===== src/rtl/tqd_pkg.sv =====
// Shared types and constants of the task queue with delay timers.
`timescale 1ns / 1ps
package tqd_pkg;

  localparam int unsigned QueueDepthDef = 8;
  localparam int unsigned TimerSlotsDef = 8;
  localparam int unsigned IdW           = 8;
  localparam int unsigned DelayW        = 16;
  localparam int unsigned QCountW       = 4;
  localparam int unsigned QCountMax     = 15;

  typedef enum logic [1:0] {
    CMD_ADD_TASK    = 2'd0,
    CMD_ADD_DELAYED = 2'd1,
    CMD_TAKE_NEXT   = 2'd2,
    CMD_TICK        = 2'd3
  } cmd_e;

  typedef struct packed {
    cmd_e              cmd;
    logic [IdW-1:0]    task_id;
    logic [DelayW-1:0] delay_ticks;
    logic              update_existing;
  } cmd_t;

  typedef struct packed {
    logic [IdW-1:0]     next_task;
    logic               dropped;
    logic [QCountW-1:0] queue_count;
  } res_t;

  typedef struct packed {
    logic push;
    logic pop;
  } fifo_ctl_t;

  typedef struct packed {
    logic wr_task;
    logic wr_cnt;
    logic set_valid;
    logic clr_valid;
  } slot_ctl_t;

  typedef enum logic [3:0] {
    ST_IDLE,
    ST_EXEC,
    ST_POP,
    ST_MATCH_RD,
    ST_MATCH_CMP,
    ST_FREE,
    ST_TICK_RD,
    ST_TICK_PROC,
    ST_DONE
  } state_e;

endpackage


===== src/rtl/tqd_cmd_if.sv =====
// Command channel carrying one scheduler command per item.
`timescale 1ns / 1ps
interface tqd_cmd_if;
  logic          valid;
  logic          ready;
  tqd_pkg::cmd_t data;

  modport source (output valid, output data, input ready);
  modport sink   (input valid, input data, output ready);
endinterface


===== src/rtl/tqd_res_if.sv =====
// Result channel carrying one scheduler result per item.
`timescale 1ns / 1ps
interface tqd_res_if;
  logic          valid;
  logic          ready;
  tqd_pkg::res_t data;

  modport source (output valid, output data, input ready);
  modport sink   (input valid, input data, output ready);
endinterface


===== src/rtl/tqd_alu.sv =====
// Shared 16-bit unit: decrement, equality compare and zero test.
`timescale 1ns / 1ps
module tqd_alu (
  input  logic [tqd_pkg::DelayW-1:0] a_i,
  input  logic [tqd_pkg::DelayW-1:0] b_i,
  output logic [tqd_pkg::DelayW-1:0] dec_o,
  output logic                       eq_o,
  output logic                       zero_o
);

  assign dec_o  = a_i - tqd_pkg::DelayW'(1);
  assign eq_o   = (a_i == b_i);
  assign zero_o = (a_i == '0);

endmodule


===== src/rtl/tqd_fifo.sv =====
// Ready queue: circular buffer in a memory with head, tail and fill count.
`timescale 1ns / 1ps
module tqd_fifo #(
  parameter int unsigned QueueDepth = tqd_pkg::QueueDepthDef,
  localparam int unsigned PtrW = $clog2(QueueDepth),
  localparam int unsigned CntW = $clog2(QueueDepth + 1)
) (
  input  logic                    clk_i,
  input  logic                    rst_ni,
  input  tqd_pkg::fifo_ctl_t      ctl_i,
  input  logic [tqd_pkg::IdW-1:0] push_id_i,
  output logic [tqd_pkg::IdW-1:0] rd_data_o,
  output logic [CntW-1:0]         count_o,
  output logic                    full_o,
  output logic                    empty_o
);

  logic [tqd_pkg::IdW-1:0] mem [QueueDepth];
  logic [PtrW-1:0] head_q, head_d, tail_q, tail_d;
  logic [CntW-1:0] count_q, count_d;
  logic [tqd_pkg::IdW-1:0] rd_q;

  function automatic logic [PtrW-1:0] wrap_inc(input logic [PtrW-1:0] p);
    return (p == PtrW'(QueueDepth - 1)) ? '0 : p + PtrW'(1);
  endfunction

  always_comb begin
    head_d  = head_q;
    tail_d  = tail_q;
    count_d = count_q;
    if (ctl_i.push) begin
      tail_d  = wrap_inc(tail_q);
      count_d = count_q + CntW'(1);
    end else if (ctl_i.pop) begin
      head_d  = wrap_inc(head_q);
      count_d = count_q - CntW'(1);
    end
  end

  always_ff @(posedge clk_i or negedge rst_ni) begin
    if (!rst_ni) begin
      head_q  <= '0;
      tail_q  <= '0;
      count_q <= '0;
    end else begin
      head_q  <= head_d;
      tail_q  <= tail_d;
      count_q <= count_d;
    end
  end

  always_ff @(posedge clk_i) begin
    if (ctl_i.push) begin
      mem[tail_q] <= push_id_i;
    end
    rd_q <= mem[head_q];
  end

  assign rd_data_o = rd_q;
  assign count_o   = count_q;
  assign full_o    = (count_q == CntW'(QueueDepth));
  assign empty_o   = (count_q == '0);

endmodule


===== src/rtl/tqd_slots.sv =====
// Timer slot table: task and countdown memories with an occupied bit per slot.
`timescale 1ns / 1ps
module tqd_slots #(
  parameter int unsigned TimerSlots = tqd_pkg::TimerSlotsDef,
  localparam int unsigned SlotW = (TimerSlots > 1) ? $clog2(TimerSlots) : 1
) (
  input  logic                       clk_i,
  input  logic                       rst_ni,
  input  logic [SlotW-1:0]           idx_i,
  input  tqd_pkg::slot_ctl_t         ctl_i,
  input  logic [tqd_pkg::IdW-1:0]    wr_task_i,
  input  logic [tqd_pkg::DelayW-1:0] wr_cnt_i,
  output logic [tqd_pkg::IdW-1:0]    rd_task_o,
  output logic [tqd_pkg::DelayW-1:0] rd_cnt_o,
  output logic                       rd_valid_o
);

  logic [tqd_pkg::IdW-1:0]    task_mem [TimerSlots];
  logic [tqd_pkg::DelayW-1:0] cnt_mem  [TimerSlots];
  logic [TimerSlots-1:0]      valid_q, valid_d;
  logic [tqd_pkg::IdW-1:0]    rd_task_q;
  logic [tqd_pkg::DelayW-1:0] rd_cnt_q;

  always_comb begin
    valid_d = valid_q;
    if (ctl_i.set_valid) begin
      valid_d[idx_i] = 1'b1;
    end else if (ctl_i.clr_valid) begin
      valid_d[idx_i] = 1'b0;
    end
  end

  always_ff @(posedge clk_i or negedge rst_ni) begin
    if (!rst_ni) begin
      valid_q <= '0;
    end else begin
      valid_q <= valid_d;
    end
  end

  always_ff @(posedge clk_i) begin
    if (ctl_i.wr_task) begin
      task_mem[idx_i] <= wr_task_i;
    end
    if (ctl_i.wr_cnt) begin
      cnt_mem[idx_i] <= wr_cnt_i;
    end
    rd_task_q <= task_mem[idx_i];
    rd_cnt_q  <= cnt_mem[idx_i];
  end

  assign rd_task_o  = rd_task_q;
  assign rd_cnt_o   = rd_cnt_q;
  assign rd_valid_o = valid_q[idx_i];

endmodule


===== src/rtl/task_queue_with_delay_timers.sv =====
// Task queue with delay timers: sequencer around a shared decrement/compare unit.
// Take next task pops the queue head unless the queue is empty.
// A tick reads each slot, then updates it, in turn.
// Add delayed task with a nonzero delay works through the slot scans.
// A new command is taken only when idle; an untaken result stalls the next in its done state.
// Reset is asynchronous and active low; queue and slots come up empty at once.
`timescale 1ns / 1ps
module task_queue_with_delay_timers #(
  parameter int unsigned QUEUE_DEPTH = tqd_pkg::QueueDepthDef,
  parameter int unsigned TIMER_SLOTS = tqd_pkg::TimerSlotsDef
) (
  input  logic     clk_i,
  input  logic     rst_ni,
  tqd_cmd_if.sink  cmd_i,
  tqd_res_if.source res_o
);

  localparam int unsigned SlotW = (TIMER_SLOTS > 1) ? $clog2(TIMER_SLOTS) : 1;
  localparam int unsigned CntW  = $clog2(QUEUE_DEPTH + 1);

  tqd_pkg::state_e state_q, state_d;
  tqd_pkg::cmd_t   cmd_q, cmd_d;
  logic [SlotW-1:0]            idx_q, idx_d;
  logic [tqd_pkg::DelayW-1:0]  cd_q, cd_d;
  logic [tqd_pkg::IdW-1:0]     next_q, next_d;
  logic                        drop_q, drop_d;
  tqd_pkg::res_t               res_q, res_d;
  logic                        out_valid_q, out_valid_d;
  logic                        res_load;

  tqd_pkg::fifo_ctl_t          fifo_ctl;
  logic [tqd_pkg::IdW-1:0]     push_id;
  logic [tqd_pkg::IdW-1:0]     fifo_rd;
  logic [CntW-1:0]             fifo_cnt;
  logic                        fifo_full, fifo_empty;

  tqd_pkg::slot_ctl_t          slot_ctl;
  logic [tqd_pkg::IdW-1:0]     slot_task;
  logic [tqd_pkg::DelayW-1:0]  slot_cnt, slot_wr_cnt;
  logic                        slot_valid;

  logic [tqd_pkg::DelayW-1:0]  alu_a, alu_b, alu_dec;
  logic                        alu_eq, alu_zero;
  logic                        idx_last;

  tqd_fifo #(.QueueDepth(QUEUE_DEPTH)) u_fifo (
    .clk_i     (clk_i),
    .rst_ni    (rst_ni),
    .ctl_i     (fifo_ctl),
    .push_id_i (push_id),
    .rd_data_o (fifo_rd),
    .count_o   (fifo_cnt),
    .full_o    (fifo_full),
    .empty_o   (fifo_empty)
  );

  tqd_slots #(.TimerSlots(TIMER_SLOTS)) u_slots (
    .clk_i      (clk_i),
    .rst_ni     (rst_ni),
    .idx_i      (idx_q),
    .ctl_i      (slot_ctl),
    .wr_task_i  (cmd_q.task_id),
    .wr_cnt_i   (slot_wr_cnt),
    .rd_task_o  (slot_task),
    .rd_cnt_o   (slot_cnt),
    .rd_valid_o (slot_valid)
  );

  tqd_alu u_alu (
    .a_i    (alu_a),
    .b_i    (alu_b),
    .dec_o  (alu_dec),
    .eq_o   (alu_eq),
    .zero_o (alu_zero)
  );

  assign idx_last = (idx_q == SlotW'(TIMER_SLOTS - 1));

  // The shared unit sees the delay, an id pair or a countdown, by state.
  always_comb begin
    alu_a = '0;
    alu_b = '0;
    case (state_q)
      tqd_pkg::ST_EXEC: begin
        alu_a = cmd_q.delay_ticks;
      end
      tqd_pkg::ST_MATCH_CMP: begin
        alu_a = tqd_pkg::DelayW'(slot_task);
        alu_b = tqd_pkg::DelayW'(cmd_q.task_id);
      end
      tqd_pkg::ST_TICK_PROC: begin
        alu_a = slot_cnt;
      end
      default: begin
        alu_a = '0;
      end
    endcase
  end

  always_comb begin
    state_d     = state_q;
    cmd_d       = cmd_q;
    idx_d       = idx_q;
    cd_d        = cd_q;
    next_d      = next_q;
    drop_d      = drop_q;
    res_d       = res_q;
    out_valid_d = out_valid_q;
    res_load    = 1'b0;
    fifo_ctl    = '0;
    push_id     = cmd_q.task_id;
    slot_ctl    = '0;
    slot_wr_cnt = cd_q;
    cmd_i.ready = (state_q == tqd_pkg::ST_IDLE);

    if (out_valid_q && res_o.ready) begin
      out_valid_d = 1'b0;
    end

    case (state_q)
      tqd_pkg::ST_IDLE: begin
        if (cmd_i.valid) begin
          cmd_d   = cmd_i.data;
          next_d  = '0;
          drop_d  = 1'b0;
          idx_d   = '0;
          state_d = tqd_pkg::ST_EXEC;
        end
      end
      tqd_pkg::ST_EXEC: begin
        state_d = tqd_pkg::ST_DONE;
        case (cmd_q.cmd)
          tqd_pkg::CMD_ADD_TASK, tqd_pkg::CMD_ADD_DELAYED: begin
            if (cmd_q.task_id != '0) begin
              if (cmd_q.cmd == tqd_pkg::CMD_ADD_TASK || alu_zero) begin
                if (fifo_full) begin
                  drop_d = 1'b1;
                end else begin
                  fifo_ctl.push = 1'b1;
                end
              end else begin
                cd_d    = alu_dec;
                state_d = cmd_q.update_existing ? tqd_pkg::ST_MATCH_RD
                                                : tqd_pkg::ST_FREE;
              end
            end
          end
          tqd_pkg::CMD_TAKE_NEXT: begin
            if (!fifo_empty) begin
              state_d = tqd_pkg::ST_POP;
            end
          end
          tqd_pkg::CMD_TICK: begin
            state_d = tqd_pkg::ST_TICK_RD;
          end
          default: begin
            state_d = tqd_pkg::ST_DONE;
          end
        endcase
      end
      tqd_pkg::ST_POP: begin
        next_d       = fifo_rd;
        fifo_ctl.pop = 1'b1;
        state_d      = tqd_pkg::ST_DONE;
      end
      tqd_pkg::ST_MATCH_RD: begin
        state_d = tqd_pkg::ST_MATCH_CMP;
      end
      tqd_pkg::ST_MATCH_CMP: begin
        if (slot_valid && alu_eq) begin
          slot_ctl.wr_cnt = 1'b1;
          state_d         = tqd_pkg::ST_DONE;
        end else if (idx_last) begin
          idx_d   = '0;
          state_d = tqd_pkg::ST_FREE;
        end else begin
          idx_d   = idx_q + SlotW'(1);
          state_d = tqd_pkg::ST_MATCH_RD;
        end
      end
      tqd_pkg::ST_FREE: begin
        if (!slot_valid) begin
          slot_ctl.wr_task   = 1'b1;
          slot_ctl.wr_cnt    = 1'b1;
          slot_ctl.set_valid = 1'b1;
          state_d            = tqd_pkg::ST_DONE;
        end else if (idx_last) begin
          drop_d  = 1'b1;
          state_d = tqd_pkg::ST_DONE;
        end else begin
          idx_d = idx_q + SlotW'(1);
        end
      end
      tqd_pkg::ST_TICK_RD: begin
        state_d = tqd_pkg::ST_TICK_PROC;
      end
      tqd_pkg::ST_TICK_PROC: begin
        if (slot_valid) begin
          if (alu_zero) begin
            // Expired: the slot frees even when the queue has no room.
            slot_ctl.clr_valid = 1'b1;
            push_id            = slot_task;
            if (fifo_full) begin
              drop_d = 1'b1;
            end else begin
              fifo_ctl.push = 1'b1;
            end
          end else begin
            slot_wr_cnt     = alu_dec;
            slot_ctl.wr_cnt = 1'b1;
          end
        end
        if (idx_last) begin
          state_d = tqd_pkg::ST_DONE;
        end else begin
          idx_d   = idx_q + SlotW'(1);
          state_d = tqd_pkg::ST_TICK_RD;
        end
      end
      tqd_pkg::ST_DONE: begin
        if (!out_valid_q || res_o.ready) begin
          res_load          = 1'b1;
          res_d.next_task   = next_q;
          res_d.dropped     = drop_q;
          res_d.queue_count = (32'(fifo_cnt) > 32'(tqd_pkg::QCountMax))
                              ? tqd_pkg::QCountW'(tqd_pkg::QCountMax)
                              : tqd_pkg::QCountW'(fifo_cnt);
          out_valid_d       = 1'b1;
          state_d           = tqd_pkg::ST_IDLE;
        end
      end
      default: begin
        state_d = tqd_pkg::ST_IDLE;
      end
    endcase
  end

  always_ff @(posedge clk_i or negedge rst_ni) begin
    if (!rst_ni) begin
      state_q     <= tqd_pkg::ST_IDLE;
      out_valid_q <= 1'b0;
      idx_q       <= '0;
    end else begin
      state_q     <= state_d;
      out_valid_q <= out_valid_d;
      idx_q       <= idx_d;
    end
  end

  always_ff @(posedge clk_i) begin
    cmd_q  <= cmd_d;
    cd_q   <= cd_d;
    next_q <= next_d;
    drop_q <= drop_d;
    res_q  <= res_d;
  end

  assign res_o.valid = out_valid_q;
  assign res_o.data  = res_q;

`ifndef SYNTHESIS
  // An accepted item always leaves the block busy in the next cycle.
  assert property (@(posedge clk_i) disable iff (!rst_ni)
    (cmd_i.valid && cmd_i.ready) |=> (state_q != tqd_pkg::ST_IDLE))
    else $error("block idle right after accepting an item");

  // The result register never overwrites a result that was not taken.
  assert property (@(posedge clk_i) disable iff (!rst_ni)
    res_load |-> (!out_valid_q || res_o.ready))
    else $error("result overwritten before it was taken");

  // The queue fill rises by at most one per cycle.
  assert property (@(posedge clk_i) disable iff (!rst_ni)
    (fifo_cnt > $past(fifo_cnt)) |-> (fifo_cnt == $past(fifo_cnt) + CntW'(1)))
    else $error("queue fill jumped by more than one");

  // A popped task never comes with a drop.
  assert property (@(posedge clk_i) disable iff (!rst_ni)
    res_o.valid |-> !(res_o.data.dropped && (res_o.data.next_task != '0)))
    else $error("result reports both a popped task and a drop");

  // The queue never holds more entries than its depth.
  assert property (@(posedge clk_i) disable iff (!rst_ni)
    fifo_ctl.push |-> !fifo_full)
    else $error("push into a full queue");
`endif

endmodule

===== src/flat_wrapper.sv =====
// flat-port wrapper written by rule: the top's interface ports become plain ports
module task_queue_with_delay_timers_flat 
#(
  parameter int unsigned QUEUE_DEPTH = tqd_pkg::QueueDepthDef,
  parameter int unsigned TIMER_SLOTS = tqd_pkg::TimerSlotsDef
)
  (clk_i, rst_ni, cmd_i_valid, cmd_i_data, cmd_i_ready, res_o_valid, res_o_data, res_o_ready);
  tqd_cmd_if cmd_i_i ();
  tqd_res_if res_o_i ();
  input  logic clk_i;
  input  logic rst_ni;
  input wire logic [$bits(cmd_i_i.valid)-1:0] cmd_i_valid;
  input wire logic [$bits(cmd_i_i.data)-1:0] cmd_i_data;
  output wire logic [$bits(cmd_i_i.ready)-1:0] cmd_i_ready;
  output wire logic [$bits(res_o_i.valid)-1:0] res_o_valid;
  output wire logic [$bits(res_o_i.data)-1:0] res_o_data;
  input wire logic [$bits(res_o_i.ready)-1:0] res_o_ready;
  assign cmd_i_i.valid = cmd_i_valid;
  assign cmd_i_i.data = cmd_i_data;
  assign cmd_i_ready = cmd_i_i.ready;
  assign res_o_valid = res_o_i.valid;
  assign res_o_data = res_o_i.data;
  assign res_o_i.ready = res_o_ready;
  task_queue_with_delay_timers #(.QUEUE_DEPTH(QUEUE_DEPTH), .TIMER_SLOTS(TIMER_SLOTS)) u_core (.clk_i(clk_i), .rst_ni(rst_ni), .cmd_i(cmd_i_i), .res_o(res_o_i));
endmodule

===== config.mk =====
export PLATFORM = sky130hd
export DESIGN_NAME = task_queue_with_delay_timers_flat
export DESIGN_NICKNAME = d
export VERILOG_FILES = /design/src/rtl/tqd_pkg.sv /design/src/rtl/tqd_cmd_if.sv /design/src/rtl/tqd_res_if.sv /design/src/rtl/tqd_alu.sv /design/src/rtl/tqd_fifo.sv /design/src/rtl/tqd_slots.sv /design/src/rtl/task_queue_with_delay_timers.sv /design/src/flat_wrapper.sv
export SDC_FILE = /design/constraint.sdc
export NUM_CORES = 1
export LEC_CHECK = 0
export BUFFER_PORTS_ARGS = -buffer_cell sky130_fd_sc_hd__buf_2
export CAP_MARGIN = 0
export CORE_AREA = 2 2 170 172
export DETAILED_ROUTE_END_ITERATION = 7
export DIE_AREA = 0 0 172 174
export PLACE_DENSITY = 0.74
export SLEW_MARGIN = 20
export SYNTH_ARGS = -nofsm -noshare
export SYNTH_HDL_FRONTEND = slang
export SYNTH_SLANG_ARGS = --single-unit
export TNS_END_PERCENT = 5

===== constraint.sdc =====
create_clock -name clk_i -period 3.51 [get_ports clk_i]
set_input_delay 0.1755 -clock clk_i [delete_from_list [all_inputs] [get_ports clk_i]]
set_output_delay 0.1755 -clock clk_i [all_outputs]
set_load 0.02 [all_outputs]

## Word level (Yosys, flattened, before mapping)

Memories as Yosys holds them, arrays and structs flattened. A register that Yosys moved wholly into a read port is not among the register bits.
Cells that the tools add are included.

| storage, ports and cells | value |
|---|---|
| memories kept | 3 |
| register bits after elaboration | 91 |
| output and inout port bits | 15 |
| RAM bits | 256 |
| input port bits | 31 |
| word-level logic and storage cells | 161 |

Memories:

| memory | depth | width | read ports | clocked after memory_dff | wr ports | line | text |
|---|---|---|---|---|---|---|---|
| u_core.u_slots.cnt_mem | 8 | 16 | 1 | 1 | 1 | tqd_slots.sv:19 | `logic [tqd_pkg::DelayW-1:0] cnt_mem [TimerSlots];` |
| u_core.u_fifo.mem | 8 | 8 | 1 | 1 | 1 | tqd_fifo.sv:18 | `logic [tqd_pkg::IdW-1:0] mem [QueueDepth];` |
| u_core.u_slots.task_mem | 8 | 8 | 1 | 1 | 1 | tqd_slots.sv:18 | `logic [tqd_pkg::IdW-1:0] task_mem [TimerSlots];` |

| operators by class | value |
|---|---|
| reductions and logical operators | 25 |
| eq/ne operators | 27 |
| $add $sub $neg | 6 |
| bitwise logic cells | 5 |
| mux-type cells | 76 |
| order comparisons | 2 |

Operator list:

| cell | count |
|---|---|
| $mux W8 | 7 |
| $mux W16 | 3 |
| $pmux W16 S3 | 1 |
| $mux W4 | 11 |
| $pmux W4 S9 | 1 |
| $mux W1 | 35 |
| $mux W3 | 10 |
| $eq A16 B16 Y1 | 1 |
| $eq A4 B3 Y1 const B | 4 |
| $logic_not A16 Y1 | 1 |
| $pmux W8 S2 | 1 |
| $sub A16 B1 Y16 const B | 1 |
| $ne A2 B1 Y1 const B | 7 |
| $pmux W3 S4 | 1 |
| $pmux W4 S3 | 1 |
| $add A3 B1 Y3 const B | 3 |
| $eq A3 B3 Y1 const B | 3 |
| $reduce_and A9 Y1 | 1 |
| $and A8 B8 Y8 | 1 |
| $eq A4 B2 Y1 const B | 2 |
| $eq A4 B4 Y1 const B | 2 |
| $logic_not A4 Y1 | 2 |
| $not A8 Y8 | 1 |
| $or A8 B8 Y8 | 1 |
| other kinds (26) | 40 |

## Logic depth before layout (Yosys ltp)

Gate-level depths: netlist of run 1.

| logic depth | value |
|---|---|
| depth after elaboration | 10 |
| depth in mapped cells | 18 |

## Cells and area by module

From an unflattened synthesis of run 1, not the netlist that was laid out.

| unflattened totals | value |
|---|---|
| cell total of the unflattened synthesis | 843 |
| area, all modules | 15,438.6 µm² |

By module, submodules not included:

| module | instances | seq. area each (µm²) | cells each | area an instance (µm²) |
|---|---|---|---|---|
| tqd_slots | 1 | 6,446.2 | 368 | 8,356.8 |
| task_queue_with_delay_timers | 1 | 2,152.1 | 252 | 3,403.3 |
| tqd_fifo | 1 | 2,332.2 | 163 | 3,236.9 |
| tqd_alu | 1 | 0.0 | 60 | 441.7 |

## Worst setup path after synthesis of run 1

No wires, ideal clock.

| timing path | value |
|---|---|
| path type | register to register |
| start point | register u_core.state_q[2] |
| end point | memory u_core.u_fifo.mem[0][0] (netlist bit) (enable) |
| cell stages (with the launch flop) | 14 |
| slack | -131 ps |
| arrival time | 3,246 ps |
| library setup time | 395 ps |
| data required time | 3,115 ps |
| cell sequence | dfrtp_1 > buf_6 > nor2b_4 > buf_6 > nand2_1 > o22ai_1 > inv_1 > ha_1 > nand3b_1 > nor4_4 > nand3_2 > a21oi_4 > inv_2 > nor4_1 |

| between the ends | value |
|---|---|
| word-level cells in the longest chain between the ends | 10 |
| elaborated cells between the ends (all ways) | 14 |
| classes of those cells | 3 x eq/ne; 9 x mux; 2 x reduce/logical |

RTL lines:

| what | line | text |
|---|---|---|
| start, declared | task_queue_with_delay_timers.sv:21 | `tqd_pkg::state_e state_q, state_d;` |
| start signal, assigned | task_queue_with_delay_timers.sv:240 | `state_q <= tqd_pkg::ST_IDLE;` |
| start signal, assigned | task_queue_with_delay_timers.sv:244 | `state_q <= state_d;` |
| $eq A4 B3 Y1, or another cell as far along | task_queue_with_delay_timers.sv:83, task_queue_with_delay_timers.sv:120 |  |
| $pmux W16 S3 | task_queue_with_delay_timers.sv:83 | `case (state_q)` |
| $logic_not A16 Y1 | tqd_alu.sv:13 | `assign zero_o = (a_i == '0);` |
| $logic_or A1 B1 Y1 | task_queue_with_delay_timers.sv:135 | `if (cmd_q.cmd == tqd_pkg::CMD_ADD_TASK \|\| alu_zero) begin` |
| $mux W1 | task_queue_with_delay_timers.sv:135 |  |
| $mux W1 | task_queue_with_delay_timers.sv:134 | `if (cmd_q.task_id != '0) begin` |
| $mux W1 | task_queue_with_delay_timers.sv:132 | `case (cmd_q.cmd)` |
| $pmux W1 S2 * | task_queue_with_delay_timers.sv:120 | `case (state_q)` |
| $mux W1 * | tqd_fifo.sv:53 | `if (ctl_i.push) begin` |
| $mux W1 (not written as such) * | tqd_fifo.sv:54 | `mem[tail_q] <= push_id_i;` |
| end, declared | tqd_fifo.sv:18 |  |

Every way passes the cells marked *; elsewhere a longest branch is shown, timed or not.

## Worst setup path after layout of run 1

| timing path | value |
|---|---|
| start point | register u_core.state_q[2] |
| end point | register u_core.u_fifo.count_q[2] (netlist: u_core.u_fifo.count_o[2]) |

| between the ends | value |
|---|---|
| word-level cells in the longest chain between the ends | 9 |
| elaborated cells between the ends (all ways) | 16 |
| classes of those cells | 4 x eq/ne; 9 x mux; 3 x reduce/logical |

RTL lines:

| what | line | text |
|---|---|---|
| $eq A4 B3 Y1, or another cell as far along | task_queue_with_delay_timers.sv:83, task_queue_with_delay_timers.sv:120 |  |
| $pmux W16 S3 | task_queue_with_delay_timers.sv:83 |  |
| $logic_not A16 Y1 | tqd_alu.sv:13 |  |
| $logic_or A1 B1 Y1 | task_queue_with_delay_timers.sv:135 |  |
| $mux W1 | task_queue_with_delay_timers.sv:135 |  |
| $mux W1 | task_queue_with_delay_timers.sv:134 |  |
| $mux W1 | task_queue_with_delay_timers.sv:132 |  |
| $pmux W1 S2 | task_queue_with_delay_timers.sv:120 |  |
| $mux W4 or $reduce_bool A2 Y1 (tied branches) | n/a |  |
| end signal, assigned | tqd_fifo.sv:48 | `count_q <= count_d;` |
| end, declared | tqd_fifo.sv:20 | `logic [CntW-1:0] count_q, count_d;` |

Parallel ways exist; a longest one is shown, timed or not.
A chain may end at the register's enable or synchronous reset.

==> flow_summary.yaml, run 1 <==
grt:
  globalRouteTotalUtil_pct: 24.4
  grt_pass1_wl_um: 54100
  gr-total-overflow: 0
  antenna_found_initial: 0
  grt_pass1_vias: 9284
  grt_start_max_net_pins: 48
critical_path:
  critPathCaptureType: "flip-flop"
  critical_path_required_ns: 3.98
  path_class: "reg -> reg"
  crit_path_max_fanout: 15
  startpoint_type: "flip-flop"
  crit_arrival_ns: 3.83
cts:
  htree_levels: 2
  cts_inserted_buffers: 38
  clock_tree.buffer_depth: 3
  insertion_delay_ns: 0.54
  clk_pin_slew_ns: 0.06
  tritoncts: "done"
  clock-sinks: 379
  cts-root-buf: "clkbuf_16"
logic_synthesis:
  ys_warn_count: 0
  syn_nets: 1025
  synthArstFlopShare_pct: 6.86
  synthFlopType: "edfxtp_1"
  synth_area_per_cell_um2: 15.4
  synth_top_area_share_pct: 63.5
  synthTopCellsByArea: "edfxtp_1 (64%), dfrtp_1 (4.3%), dfxtp_1 (4.2%)"
  ys_ff_latch: 379
  yosysUniqueCellTypes: 74
  synth_area_um2: 15200
  syn-instance-count: 984
  seq_area_frac_synth_pct: 72.0
  synth_top_area_cell: "edfxtp_1"
  synth-edff-count: 321
power_and_ir_drop:
  vdd.ir_drop.worst_uv: 499
  switching_share_pct: 30.7
  pwr_density_cell_nw_per_um2: 755
  power_uw: 13500
  netSwitchingPower_uw: 4160
  leakage_uw: 0.00620
  power.internal_uw: 9370
  p_clk_share_pct: 30.0
  p_seq_share_pct: 45.0
  comb_power_share_pct: 25.0
sta:
  clock_skew_ns: 0.0238
  setup_tns_ns: 0
  fmax_ghz: 0.297
  period_share_pct: 95.8
  relSlewSlack_pct: 36.5
  tightest_slew_ns: 0.952
  finalHoldViolCount: 0
  slew_violations: 0
  setup_viol: 0
  layout_min_cycle_time_ns: 3.36
die:
  start_util_pct: 53.7
  num_io_pins: 46
  fp.dieW_um: 172
  row_count: 62
  core_area_um2: 28200
  dieArea_um2: 29900
  die_y_um: 174
placement:
  place_hpwl_um: 22200
  dp_cells: 1432
  port-buffer-count: 45
  gp_congestion: 0.892
route:
  wirelength_um: 36500
  first_pass_iters: 5
  ant_nets: 0
  drc: 0
  dr.first_iter.drc_count: 1035
  wl_per_cell_um: 23.7
  vias: 9281
  viasPerCell: 6.03
final_layout:
  area_growth_pct: 18.0
  nFillCells: 2026
  nNetsFinal: 1164
  fin_cells: 1538
  drive_gt1_share_pct: 23.9
  multi_input_comb_area_um2: 3980
  seqCellArea_um2: 10900
hold_path:
  min_path_type: "in -> reg"
outcome:
  outcome: "complete, no violations"
run:
  maxCapViolCount: 0
routing by layer:
layer  track usage, %  routed length, um
met1             32.5              14700
met2             40.3              17900
met3             3.64               2460
met4             10.5               1390
met5                0                  0
metrics by stage:
stage	setup slack, ns	cell area, um^2	hold WS, ns	util (%)
after floorplan	0.0613	15200	-0.120	-
after global placement	0.248	16300	0.227	57.6
after detailed placement	0.205	16300	0.226	57.6
after CTS	0.189	17800	0.0851	63.1
after global routing	-0.00859	17900	0.131	63.4
final	0.148	17900	0.0981	63.4
synthesized netlist by cell type (15+ instances only):
cell type / instances
clkbuf_1: 34
nand3_1: 34
nand2_1: 52
edfxtp_1: 321
mux4_2: 16
nor2_1: 43
dfxtp_1: 32
mux2_2: 29
nand4_1: 24
dfrtp_1: 26
a21oi_1: 21
and2_1: 15
o21ai_0: 34
a22oi_1: 82
cells in the final DEF (no fill, tap or decap), types with 7 or more instances in the layout:
cell,n
a221oi_1,9
o211ai_1,7
nand4_1,24
buf_4,80
dfxtp_1,32
nor2_1,42
mux2_2,29
nor3_1,9
inv_1,9
dlygate4sd3_1,29
nor2b_1,8
mux4_2,16
buf_2,45
edfxtp_1,321
xor2_1,8
and2_1,15
a22oi_1,82
a21oi_1,21
o21ai_0,33
ha_1,8
nand2_1,52
and3_1,7
clkbuf_1,9
xnor2_1,8
clkbuf_16,39
nand2b_1,9
dfrtp_1,23
or3b_2,9
a22o_1,7
nand3_1,34
logic make-up after synthesis:
group	Yosys count	share of synthesized area (%)
buffers and inverters	69	2.03
adders and majority gates	11	0.940
DFF	379	72.0
AOI/OAI and AO/OA	199	9.28
muxes	45	4.53
xor gates and xnor gates	17	0.981
and+or+nand+nor	264	10.2
worst paths after layout:
kind	slack, ns	to	from	cells after the start
setup / recovery	0.15	u_core.u_fifo.count_o[2]	u_core.state_q[2]	15
setup reg to reg	0.15	u_core.u_fifo.count_o[2]	u_core.state_q[2]	15
hold / removal	0.1	u_core.state_q[0]	cmd_i_valid	4
max in group asynchronous	2.85	u_core.state_q[0]	rst_ni	2
hold reg to reg	0.42	u_core.res_o.data[8]	u_core.next_q[3]	0
min in group asynchronous	0.21	u_core.u_fifo.tail_q[1]	rst_ni	2
worst max-delay path: stages, from the launching register on:
cell      delay (ns)
dfrtp_2         0.46
buf_12          0.17
a31oi_1         0.16
o22ai_1         0.16
inv_1           0.12
ha_2            0.21
nand3b_1        0.12
nor4_4          0.38
nand3_2         0.16
a21oi_4         0.20
inv_2           0.07
buf_4           0.17
fa_1            0.41
xnor2_2         0.16
or2_2           0.27
nand3_1         0.06
power by group through the flow:
stage | clock network, uW | registers (uW) | logic (uW)
floorplan | 0 | 5920 | 2220
global placement | 0 | 6150 | 3130
detailed placement | 0 | 6160 | 3180
CTS | 4090 | 6080 | 3260
global route | 4290 | 6130 | 3630
finish | 4050 | 6090 | 3380
state kept, by name, summed over array words and instances, names as in the netlist, 4 cells and up, named ones only:
name                      cells
u_core.u_fifo.rd_data_o       8
u_core.u_slots.cnt_mem      128
u_core.u_slots.task_mem      64
u_core.res_o.data            13
u_core.state_q                4
u_core.u_slots.rd_cnt_o      16
u_core.u_slots.rd_task_o      8
u_core.next_q                 8
u_core.u_fifo.mem            64
u_core.u_fifo.count_o         4
u_core.cd_q                  16
u_core.cmd_q                 27
final cells by class:
cell class	instances	share of cell area [%]
sequential	379	61.1
multi-input combinational	536	22.2
timing repair buffer	158	6.71
clock buffer	51	5.81
tap	384	2.68
clock inverter	19	1.30
inverter	10	0.210
antenna	1	0.0140
what timing repair did:
action                     CTS  global route
hold endpoints to repair    54             0
setup endpoints to repair    0             1
hold buffers                29             0
buffers inserted             0             5
gates resized for setup      0             8
(Power assumes the default switching activity.)
==> inputs of run 2 (changes only) <==
--- a/config.mk
+++ b/config.mk
@@ -5,12 +5,15 @@
 export SDC_FILE = /design/constraint.sdc
 export NUM_CORES = 1
 export LEC_CHECK = 0
+export ABC_CLOCK_PERIOD_IN_PS = 3510
 export BUFFER_PORTS_ARGS = -buffer_cell sky130_fd_sc_hd__buf_2
 export CAP_MARGIN = 0
-export CORE_AREA = 2 2 170 172
+export CELL_PAD_IN_SITES_DETAIL_PLACEMENT = 1
+export CELL_PAD_IN_SITES_GLOBAL_PLACEMENT = 1
+export CORE_AREA = 2 2 181 183
 export DETAILED_ROUTE_END_ITERATION = 7
-export DIE_AREA = 0 0 172 174
-export PLACE_DENSITY = 0.74
+export DIE_AREA = 0 0 183 185
+export PLACE_DENSITY_LB_ADDON = 0.1
 export SLEW_MARGIN = 20
 export SYNTH_ARGS = -nofsm -noshare
 export SYNTH_HDL_FRONTEND = slang
==> flow_summary.yaml, run 2 (synthesis gave the netlist of run 1 again) <==
outcome:
  outcome: "complete, no violations"
route:
  drc: 0
  wirelength_um: 40300
  ant_nets: 0
  viasPerCell: 5.94
  dr.first_iter.drc_count: 794
  vias: 9301
  wl_per_cell_um: 25.7
  first_pass_iters: 5
sta:
  layout_min_cycle_time_ns: 3.34
  setup_tns_ns: 0
  setup_viol: 0
  rsz0062_at_grt: "no"
  slew_violations: 0
  clock_skew_ns: 0.0140
  relSlewSlack_pct: 38.4
  fmax_ghz: 0.300
  finalHoldViolCount: 0
  holdWs_ns: 0.0937
  tightest_slew_ns: 0.915
  period_share_pct: 95.1
  fin_ws_ns: 0.174
grt:
  gr-total-overflow: 0
  grt_pass1_vias: 9538
  grt_start_max_net_pins: 27
  grt_pass1_wl_um: 60100
  antenna_found_initial: 1
  globalRouteTotalUtil_pct: 24.2
cts:
  clk_pin_slew_ns: 0.06
  cts-root-buf: "clkbuf_16"
  htree_levels: 2
  clock-sinks: 379
  cts_inserted_buffers: 41
  tritoncts: "done"
  insertion_delay_ns: 0.55
  clock_tree.buffer_depth: 3
die:
  start_util_pct: 47.4
  die_y_um: 185
  dieArea_um2: 33900
  fp.dieW_um: 183
  core_area_um2: 32000
  row_count: 66
  num_io_pins: 46
critical_path:
  crit_chain: "buf_6 -> and3_1 -> o21ai_1 -> and2_1 -> ha_2 -> nand3b_1 -> nor4_4 -> buf_4 -> a21oi_2 -> a21oi_4 -> inv_4 -> ha_1 -> a21o_1 -> a21o_1 -> nand3_1 -> a21oi_1 -> nor3_2"
  crit_path_max_fanout: 15
  r2r_cells: 17
  crit_buf_inv: 3
  path_class: "reg -> reg"
  startpoint_type: "flip-flop"
  crit_arrival_ns: 3.80
  rr_endpoint: "u_core.u_fifo.count_o[3]"
  critical_path_required_ns: 3.97
  critPathSlowestCell: "dfrtp_2"
  regToRegSetupSlack_ns: 0.17
  crit_family: "simple AND/OR/NAND/NOR gates"
  timing.rr.start: "u_core.state_q[1]"
  max_stage_delay_ns: 0.45
  crit_path_frequent_cell: "a21o_1"
  critPathCaptureType: "flip-flop"
placement:
  dp_cells: 1461
  preCtsSetupSlack_ns: 0.107
  port-buffer-count: 45
  place_hpwl_um: 26300
  gp_congestion: 0.876
final_layout:
  nNetsFinal: 1167
  drive_gt1_share_pct: 24.4
  top_regs: "u_core.u_slots.cnt_mem x128, u_core.u_fifo.mem x64, u_core.u_slots.task_mem x64"
  final_common_cell: "edfxtp_1"
  largest_reg_flops: 128
  nFillCells: 3035
  fin_cells: 1567
  area_growth_pct: 19.1
  largest-register: "u_core.u_slots.cnt_mem"
  diodes: 0
  layout_common_cells: "edfxtp_1 (321), a22oi_1 (82), buf_4 (74), nand2_1 (52), buf_2 (45)"
run:
  maxCapViolCount: 0
hold_path:
  min_path_type: "in -> reg"
  min_path_cells: 4
  min_from: "cmd_i_valid"
  whs_endpoint: "u_core.state_q[0]"
power_and_ir_drop:
  leakage_uw: 0.00626
  vdd.ir_drop.worst_uv: 516
  pwr_density_cell_nw_per_um2: 760
## run 2: per-stage QoR
stage,total power (uW),util (%),area [um^2]
after floorplan,8140,-,15200
after global placement,9430,51.2,16400
after detailed placement,9470,51.2,16400
after CTS,13800,56.3,18000
after global routing,14300,56.4,18100
final,13700,56.4,18100
## run 2: area by class of cell
type | count | area (um^2) | area share, %
Sequential cell | 379 | 10900 | 60.5
Multi-Input combinational cell | 536 | 4000 | 22.1
Clock inverter | 22 | 215 | 1.19
Timing Repair Buffer | 158 | 1260 | 6.99
Inverter | 10 | 40.0 | 0.222
Clock buffer | 54 | 1110 | 6.17
Tap cell | 408 | 510 | 2.82
## run 2: worst min-delay path: stages
cell     delay, ns
buf_2         0.11
inv_1         0.05
a21oi_1       0.13
o41a_1        0.13
## run 2: how the worst max path moves through the flow
stage	start	to	slack (ns)	depth (start not counted)
CTS	u_core.state_q[1]	u_core.u_fifo.count_o[3]	0.07	16
global route	u_core.state_q[1]	u_core.u_fifo.count_o[3]	0.01	18
floorplan	u_core.state_q[2]	u_core.u_fifo.mem[6][0]	0.06	13
finish	u_core.state_q[1]	u_core.u_fifo.count_o[3]	0.17	17
global placement	u_core.state_q[2]	u_core.u_slots.cnt_mem[7][10]	0.25	9
detailed placement	u_core.state_q[1]	u_core.u_fifo.count_o[3]	0.11	16
## run 2: what timing repair did
action	4_1_cts	5_1_grt
hold endpoints to repair	54	0
hold buffers	29	0
endpoints found under the setup margin	0	14
resized for setup	0	12
buffers inserted	0	1
## run 2: metal layers
metal  track usage, %  share of wire, %  vias to the layer above
met2             39.2                47                      245
met4             6.43               1.8                        0
met3             3.95               5.4                       49
met1             34.2                45                     4841
met5                0                 0                        -
li1                 -                 -                     4166
## run 2: power breakdown
part	total [uW]	switching, uW	internal (uW)
sequential	6110	480	5630
clock	4230	1750	2480
combinational	3390	1980	1410
total	13700	4200	9530
==> inputs of run 3 (changes only) <==
--- a/config.mk
+++ b/config.mk
@@ -5,14 +5,16 @@
 export SDC_FILE = /design/constraint.sdc
 export NUM_CORES = 1
 export LEC_CHECK = 0
+export ABC_AREA = 1
 export ABC_CLOCK_PERIOD_IN_PS = 3510
 export BUFFER_PORTS_ARGS = -buffer_cell sky130_fd_sc_hd__buf_2
 export CAP_MARGIN = 0
 export CELL_PAD_IN_SITES_DETAIL_PLACEMENT = 1
 export CELL_PAD_IN_SITES_GLOBAL_PLACEMENT = 1
-export CORE_AREA = 2 2 181 183
+export CORE_AREA = 2 2 184 186
+export CTS_CLUSTER_DIAMETER = 100
 export DETAILED_ROUTE_END_ITERATION = 7
-export DIE_AREA = 0 0 183 185
+export DIE_AREA = 0 0 186 188
 export PLACE_DENSITY_LB_ADDON = 0.1
 export SLEW_MARGIN = 20
 export SYNTH_ARGS = -nofsm -noshare
==> flow_summary.yaml, run 3 <==
outcome:
  outcome: "complete, no violations"
grt:
  gr-total-overflow: 0
  globalRouteTotalUtil_pct: 22.8
  grt_start_max_net_pins: 35
  grt_pass1_vias: 9881
  grt_pass1_wl_um: 59400
  antenna_found_initial: 3
critical_path:
  crit_path_max_fanout: 15
  r2r_cells: 24
  critical_path_required_ns: 3.93
  rr_endpoint: "u_core.u_fifo.count_o[3]"
  setup.worst_path.start: "u_core.state_q[0]"
  path_class: "reg -> reg"
  timing.rr.start: "u_core.state_q[0]"
  crit_arrival_ns: 3.77
  critPathCaptureType: "flip-flop"
  startpoint_type: "flip-flop"
  crit_end: "u_core.u_fifo.count_o[3]"
  regToRegSetupSlack_ns: 0.17
sta:
  tightest_slew_ns: 1.03
  period_share_pct: 95.3
  slew_violations: 0
  rsz0062_at_grt: "yes"
  clock_skew_ns: 0.0244
  setup_viol: 0
  finalHoldViolCount: 0
  layout_min_cycle_time_ns: 3.34
  fmax_ghz: 0.299
  relSlewSlack_pct: 31.6
  setup_tns_ns: 0
route:
  drc: 0
  dr.first_iter.drc_count: 576
  wl_per_cell_um: 22.0
  vias: 9585
  viasPerCell: 5.41
  wirelength_um: 38900
  ant_nets: 0
  first_pass_iters: 4
final_layout:
  drive_gt1_share_pct: 17.5
  fin_util_pct: 53.8
  nNetsFinal: 1333
  final_common_cell: "edfxtp_1"
  largest-register: "u_core.u_slots.cnt_mem"
  diodes: 0
  area_growth_pct: 18.4
  layout_common_cells: "edfxtp_1 (321), nand2_1 (192), nor2_1 (106), inv_1 (77), o21ai_0 (71)"
  stdcell_area_um2: 17800
  top_regs: "u_core.u_slots.cnt_mem x128, u_core.u_fifo.mem x64, u_core.u_slots.task_mem x64"
  largest_reg_flops: 128
  fin_cells: 1772
die:
  dieArea_um2: 35000
  fp.dieW_um: 186
  num_io_pins: 46
  start_util_pct: 45.4
  core_area_um2: 33100
  row_count: 67
  die_y_um: 188
cts:
  htree_levels: 2
  clk_pin_slew_ns: 0.06
  cts-root-buf: "clkbuf_16"
  insertion_delay_ns: 0.56
  tritoncts: "done"
  cts_inserted_buffers: 41
  clock_tree.buffer_depth: 3
  clock-sinks: 379
logic_synthesis:
  synth_area_per_cell_um2: 12.9
  synth_top_area_share_pct: 64.1
  synthFlopType: "edfxtp_1"
  ys_ff_latch: 379
  syn_nets: 1206
  synthArstFlopShare_pct: 6.86
  ys_warn_count: 0
  synth-edff-count: 321
  synth.most_common_cell: "edfxtp_1"
  synth_commonest_cells: "edfxtp_1 (321), nand2_1 (192), nor2_1 (115)"
  synth_area_um2: 15000
  synth_top_area_cell: "edfxtp_1"
  syn-instance-count: 1165
  synthTopCellsByArea: "edfxtp_1 (64%), nand2_1 (4.8%), dfrtp_1 (4.3%)"
  seq_area_frac_synth_pct: 72.7
  yosysUniqueCellTypes: 45
power_and_ir_drop:
  power_uw: 13600
  vdd.ir_drop.worst_uv: 400
  pwr_density_cell_nw_per_um2: 766
  leakage_uw: 0.00661
placement:
  place_area_um2: 16200
  place_hpwl_um: 25200
  dp_cells: 1668
  port-buffer-count: 45
  gp_congestion: 0.823
run:
  maxCapViolCount: 0
hold_path:
  min_path_type: "in -> reg"
## run 3: report_power, final
part           switching (uW)  internal [uW]
clock network            1780           2490
logic                    2410           1040
registers                 288           5630
total                    4470           9160
## run 3: layer usage
| layer | vias to the layer above | GRT usage [%] | routed length [um] |
|---|---|---|---|
| met3 | 62 | 3.69 | 1750 |
| met4 | 0 | 6.39 | 1010 |
| met5 | - | 0 | 0 |
| met2 | 203 | 37.6 | 18800 |
| met1 | 4870 | 31.3 | 17400 |
| li1 | 4450 | - | - |
## run 3: kinds of logic after synthesis
| logic type | share of synthesized area [%] |
|---|---|
| mux | 0.533 |
| compound gates | 7.95 |
| flops | 72.7 |
| fa+ha+maj | 0.882 |
| simple gates | 13.5 |
| buf+inv | 3.49 |
| xor+xnor | 0.990 |
## run 3: worst max-delay path: stages, from the launching register on
cell	delay, ns
dfrtp_1	0.49
inv_1	0.12
nor2_4	0.31
nand2_2	0.11
o211ai_2	0.20
inv_1	0.10
ha_1	0.23
inv_1	0.07
nor2_2	0.04
nand2_2	0.14
nor2_8	0.08
nand2_4	0.07
nand2_2	0.07
nand2_1	0.08
nand2_2	0.06
nand2_4	0.17
ha_1	0.27
nand2_1	0.06
nand2_1	0.05
a21oi_1	0.16
inv_1	0.06
nand2_1	0.08
nand2_1	0.06
nand2_1	0.06
nand2_1	0.06
## run 3: how the worst min path moves through the flow
stage	from	end	slack [ns]	cells after the start
after floorplan	rst_ni	asynchronous set/reset pin	-0.12	0
after global placement	rst_ni	u_core.u_fifo.head_q[1]	0.29	1
after detailed placement	rst_ni	u_core.u_fifo.head_q[1]	0.29	1
after CTS	cmd_i_valid	u_core.cmd_q[20]	0.15	3
after global routing	cmd_i_valid	u_core.cmd_q[22]	0.17	3
final	cmd_i_valid	u_core.cmd_q[1]	0.16	3
## run 3: repair_timing
item | 4_1_cts | 5_1_grt
endpoints found under the setup margin | 0 | 73
hold endpoints to repair | 55 | 0
buffers inserted | 0 | 0
hold buffers | 29 | 0
gates resized for setup | 0 | 9
## run 3: through the flow
step           worst slack [ns]  hold WS, ns
2_1_floorplan             0.161       -0.120
3_3_place_gp              0.226        0.294
3_5_place_dp             0.0670        0.287
4_1_cts                  0.0450        0.148
5_1_grt                  -0.106        0.175
6_report                  0.167        0.160
## run 3: layout make-up
class,instances,area [um^2]
Clock buffer,55,1120
Clock inverter,20,230
Fill cell,3374,15300
Inverter,84,320
Multi-Input combinational cell,660,3710
Sequential cell,379,10900
Tap cell,448,561
Timing Repair Buffer,126,943
